--- config.mk ---
export PLATFORM = sky130hd
export DESIGN_NAME = fts_obuf
export DESIGN_NICKNAME = d
export VERILOG_FILES = /design/src/fts_pkg.sv /design/src/fts_obuf.sv
export SDC_FILE = /design/constraint.sdc
export NUM_CORES = 1
export LEC_CHECK = 0
export BUFFER_PORTS_ARGS = -buffer_cell sky130_fd_sc_hd__buf_4
export CAP_MARGIN = 20
export CORE_UTILIZATION = 40
export CTS_CLUSTER_SIZE = 16
export DETAILED_ROUTE_END_ITERATION = 8
export PLACE_DENSITY_LB_ADDON = 0.08
export SYNTH_ARGS = -nofsm -noshare
export SYNTH_HDL_FRONTEND = slang
export SYNTH_SLANG_ARGS = --single-unit
--- constraint.sdc ---
create_clock -name clk -period 2.2 [get_ports clk]
set_input_delay 0.22 -clock clk [delete_from_list [all_inputs] [get_ports clk]]
set_output_delay 0.22 -clock clk [all_outputs]
set_load 0.01 [all_outputs]
--- src/fts_pkg.sv ---
// Shared types, codes and defaults of the fence-tracking job scheduler.
`timescale 1ns / 1ps
`default_nettype none
package fts_pkg;

    localparam int DEF_NUM_CLIENTS = 16;
    localparam int DEF_NUM_QUEUES  = 4;
    localparam int DEF_FIFO_DEPTH  = 8;

    localparam logic [31:0] SEQ_MAX = 32'hFFFF_FFFF;

    localparam logic [2:0] CMD_SUBMIT   = 3'd0;
    localparam logic [2:0] CMD_COMPLETE = 3'd1;
    localparam logic [2:0] CMD_QUERY    = 3'd2;
    localparam logic [2:0] CMD_ASSIGN   = 3'd3;
    localparam logic [2:0] CMD_GONE     = 3'd4;

    localparam logic [1:0] KIND_ACK   = 2'd0;
    localparam logic [1:0] KIND_KICK  = 2'd1;
    localparam logic [1:0] KIND_QUERY = 2'd2;

    localparam logic [1:0] ST_OK   = 2'd0;
    localparam logic [1:0] ST_FULL = 2'd1;
    localparam logic [1:0] ST_IDLE = 2'd2;
    localparam logic [1:0] ST_BUSY = 2'd3;

    typedef struct packed {
        logic [2:0]  cmd;
        logic [3:0]  client;
        logic [1:0]  queue;
        logic [31:0] job_tag;
        logic [31:0] fence_gen;
        logic [31:0] fence_seqno;
        logic        job_failed;
    } cmd_t;

    typedef struct packed {
        logic [1:0]  kind;
        logic [1:0]  status;
        logic [1:0]  out_queue;
        logic [3:0]  out_client;
        logic [31:0] out_seqno;
        logic [31:0] out_gen;
        logic [31:0] out_tag;
        logic        signaled;
        logic        fence_error;
        logic        last;
    } res_t;

    function automatic res_t mk_res(
        input logic [1:0]  kind,
        input logic [1:0]  status,
        input logic [1:0]  q,
        input logic [3:0]  c,
        input logic [31:0] seq,
        input logic [31:0] gen,
        input logic [31:0] tag,
        input logic        sig,
        input logic        err,
        input logic        last
    );
        res_t r;
        r.kind        = kind;
        r.status      = status;
        r.out_queue   = q;
        r.out_client  = c;
        r.out_seqno   = seq;
        r.out_gen     = gen;
        r.out_tag     = tag;
        r.signaled    = sig;
        r.fence_error = err;
        r.last        = last;
        return r;
    endfunction

endpackage
`default_nettype wire

--- src/fts_obuf.sv ---
// Output register of the result channel.
`timescale 1ns / 1ps
`default_nettype none
module fts_obuf
(
    input  wire logic           clk,
    input  wire logic           rst_n,
    input  wire logic           push_valid,
    input  wire fts_pkg::res_t  push_data,
    output logic                push_ready,
    output logic                m_tvalid,
    input  wire logic           m_tready,
    output logic [111:0]        m_tdata,  // status, out_queue, out_client, out_seqno,
                                          // out_gen, out_tag, signaled, fence_error, pad
    output logic [1:0]          m_tuser,  // kind
    output logic                m_tlast
);
    import fts_pkg::*;

    logic valid_reg;
    res_t data_reg;

    assign push_ready = !valid_reg || m_tready;

    always_ff @(posedge clk or negedge rst_n)
    begin
        if (!rst_n)
        begin
            valid_reg <= 1'b0;
        end
        else if (push_ready)
        begin
            valid_reg <= push_valid;
        end
    end

    always_ff @(posedge clk)
    begin
        if (push_valid && push_ready)
        begin
            data_reg <= push_data;
        end
    end

    assign m_tvalid = valid_reg;
    assign m_tuser  = data_reg.kind;
    assign m_tlast  = data_reg.last;
    assign m_tdata  = {6'd0, data_reg.fence_error, data_reg.signaled, data_reg.out_tag,
                       data_reg.out_gen, data_reg.out_seqno, data_reg.out_client,
                       data_reg.out_queue, data_reg.status};
endmodule
`default_nettype wire

---- Yosys cells after proc, flatten, opt, wreduce, memory -nomap -nowiden ----
Cells that the tools add are included.
cells by class
  reduce and logical (&&, ||, !) cells .... 3
operator list
  operator           number
  logical AND 1 bit  1
  logical NOT 1 bit  1
  logical OR 1 bit   1
storage, ports and cells
  bits in registers ....................... 110
  word-level logic and storage cells ...... 14

---- Logic depth before layout (Yosys ltp) ----
  word-level depth ........................ 3
  depth in mapped cells ................... 2
  mapped depth without buffers ............ 2

---- Worst setup path before layout ----
OpenSTA, ideal clock, no wires.
  path type ............................... reg2reg
  from .................................... register valid_reg, in the netlist m_tvalid
  to ...................................... register data_reg, in the netlist m_tdata[0] (enable)
  library setup time ...................... 0.392 ns
  data arrival time ....................... 1.374 ns
  data required time ...................... 1.808 ns
  slack ................................... 0.434 ns
  stages on the path, launching flop included .. 3
  buffers on the path ..................... 0
  period minus slack after synthesis ...... 1.766 ns
  path through ............................ dfrtp_1 > nand2b_4 > and2_4
between the ends
  longest elaborated chain between the ends .. 3
ends and longest elaborated chain
  item                      RTL line        source
  start: declaration        fts_obuf.sv:20  logic valid_reg;
  start signal: assignment  fts_obuf.sv:33  valid_reg <= push_valid;
  logical NOT 1 bit         fts_obuf.sv:23  assign push_ready = !valid_reg || m_tready;
  logical OR 1 bit          fts_obuf.sv:23
  net push_ready            fts_obuf.sv:10  output logic push_ready,
  logical AND 1 bit         fts_obuf.sv:39  if (push_valid && push_ready)
  end signal: assignment    fts_obuf.sv:41  data_reg <= push_data;
  end: declaration          fts_obuf.sv:21  res_t data_reg;
The timed path passes the listed nets, and every way through them passes these cells.
A chain may end at the register's enable or synchronous reset.

---- Worst setup path in the final report ----
  from .................................... register valid_reg, in the netlist m_tvalid
  to ...................................... register data_reg, in the netlist m_tdata[35] (enable)
between the ends
  longest elaborated chain between the ends .. 3
ends and longest elaborated chain
  item               RTL line
  logical NOT 1 bit  fts_obuf.sv:23
  logical OR 1 bit   fts_obuf.sv:23
  logical AND 1 bit  fts_obuf.sv:39
Every way passes these cells.

==> key figures <==
Power
  • Pwr Total: 3970 uW
  • Leakage: 0.00228 uW
  • Maximum VDD drop: 446 uV
  • Cell area power density: 735 nW/um2

Setup path
  • Reg2reg path depth: 3
  • Family with the most delay on the worst path: flip-flops
  • Worst r2r dst: m_tdata[35]
  • Crit end category: flip-flop
  • CP max-delay cell: dfrtp_1
  • Critical path data arrival time: 1.49 ns
  • Crit path largest cell delay: 0.42 ns
  • Cell chain of the critical path: nand2b_4 > and2_4 > buf_4
  • Worst Path Max Fanout: 20
  • Worst Path Buf+Inv: 1
  • CP startpoint: m_tvalid
  • Startpoint types: flip-flop
  • Crit Reg-Reg Startpoint: m_tvalid
  • R2R Setup Slk: 0.74 ns
  • Crit Path Class: flip-flop to flip-flop
  • Req. time, crit path: 2.23 ns

Floorplanning
  • I/O pin count: 230
  • FP Rows: 33
  • Core Region: 8180 um2
  • Die width: 93.9 um
  • Initial Utilization: 41.3%
  • Die Area: 8810 um2
  • Chip height: 93.9 um

Global routing
  • Overflow after GRT: 0
  • Gr usage total: 15.4%
  • Met3 GRT Util: 8.09%
  • Grt peak-use layer: met2
  • Met1 Track Usage GR: 16.0%
  • Initial antenna violation count: 0
  • Largest net degree at the start of global routing: 42
  • Global-route wire length before repair: 9.56 mm
  • Vias in the first global route: 1894
  • Met2 Use GR: 26.0%

Timing
  • Final Critical Period: 1.46 ns
  • Final hold slack: 0.0326 ns
  • Final WS setup: 0.740 ns
  • Fin. max-slew vios: 0
  • Final cycle utilization of the critical path: 66.4%
  • Worst Skew: 0.0116 ns
  • FMAX: 0.685 GHz
  • RSZ-0062 raised after global routing: false
  • Fin Setup TNS: 0 ns
  • Hold Fails Final Rpt: 0
  • Setup-failing EPs final: 0

Finish
  • Final instance area: 5410 um2
  • Share of post-route cells with drive strength above 1: 66.8%
  • # diodes: 0
  • Most common cell after layout, fill and taps aside: buf_4
  • FILL cells: 600
  • Most frequent cells in the layout: buf_4, edfxtp_1, clkbuf_8
  • Area Overhead vs Synth: 60.1%
  • NumNets Final: 472

Synth
  • Mapped Area: 3380 um2
  • Ys Warns: 0
  • Synth cell types: 7
  • Synthesis-stage register bit count: 110
  • Cells after synthesis: 120
  • Synth Area per Inst: 28.1 um2
  • Register area share after synthesis: 97.7%

Drt
  • WL final: 7.15 mm
  • DRT antenna net count: 0
  • Wire per inst: 15.2 um
  • Via count: 2010
  • Via-to-Cell Ratio: 4.29
  • First-pass DRT Iterations: 4
  • DRC: 0
  • Drt first-iter violations: 78

Clock network
  • CTS tree: yes
  • Clk_lat worst skew: 0.35 ns
  • Root Buffer: clkbuf_8
  • Num Clock Sinks: 110
  • Max clock buf depth: 2
  • CTS hold repair buffers: 1
  • Cts repair resizes: 0
  • Total CTS buffers: 9
  • Setup bufs post-CTS: 0
  • Clock transition at path regs: 0.10 ns
  • Htree depth: 3

Hold path
  • Worst Hold Class: primary input to flip-flop
  • Min-Delay Endpoint: m_tdata[48]
  • Min-delay src: push_data[43]
  • Worst Hold Depth: 1

Job
  • Max Cap Viol: 0

Placement
  • Port buffer count: 223
  • Post-place setup slack: 0.738 ns
  • Post-DP HPWL: 5.50 mm
  • Routability Congestion: 0.698
  • Cell Area, Placed: 5200 um2

Run status
  • Run status: finished clean
## cell families (layout without fill, tap and decap cells)
| kind of cell | count (synthesis) | after routing | share of synthesized area [%] |
|---|---|---|---|
| other | 1 | 6 | 0.111 |
| AND/OR/NAND/NOR | 3 | 3 | 0.853 |
| buffers and inverters | 6 | 245 | 1.33 |
| flip-flops | 110 | 110 | 97.7 |
## cell type report
cell class | instances | area, um2 | share of cell area (%)
Clock buffer | 9 | 124 | 2.29
Timing Repair Buffer | 229 | 1750 | 32.4
Clock inverter | 7 | 48.8 | 0.903
Tap cell | 105 | 131 | 2.43
Multi-Input combinational cell | 9 | 51.3 | 0.949
Sequential cell | 110 | 3300 | 61.0
## worst max path at each step
stage,end,cells past startpoint
final,m_tdata[35],3
after global routing,m_tdata[92],3
after CTS,m_tdata[35],3
after detailed placement,m_tdata[88],3
after global placement,m_tdata[24],3
after floorplan,m_tdata[0],2
## metrics by stage
stage,utilization (%),std cells
2_1_floorplan,-,125
4_1_cts,65.9,467
3_3_place_gp,63.6,450
5_1_grt,66.1,469
6_report,66.1,469
3_5_place_dp,63.6,450
## registers in the layout, summed over array words and instances, names as in the netlist
register and count:
m_tvalid 1, m_tlast 1, m_tuser 2, m_tdata 106
## per-layer routing
metal | wire, um | part of all wire (%) | vias to the layer above
li1 | - | - | 939
met1 | 2410 | 34 | 935
met2 | 3700 | 52 | 126
met3 | 898 | 13 | 10
met4 | 143 | 2.0 | 0
met5 | 0 | 0 | -
## cell usage after synthesis
library cell / number / share of area (%)
buf_4: 6 / 1.3
edfxtp_1: 109 / 97
conb_1: 1 / 0.11
dfrtp_1: 1 / 0.74
nand2b_4: 1 / 0.41
and2_4: 1 / 0.26
nand2b_1: 1 / 0.19
## power breakdown
| part | internal (uW) | leakage, uW | total (uW) | switching (uW) |
|---|---|---|---|---|
| clock network | 414 | 0.0000910 | 1050 | 639 |
| logic | 266 | 0.00114 | 449 | 183 |
| registers | 2440 | 0.00105 | 2470 | 30.7 |
Power figures use the tool's default switching activity.
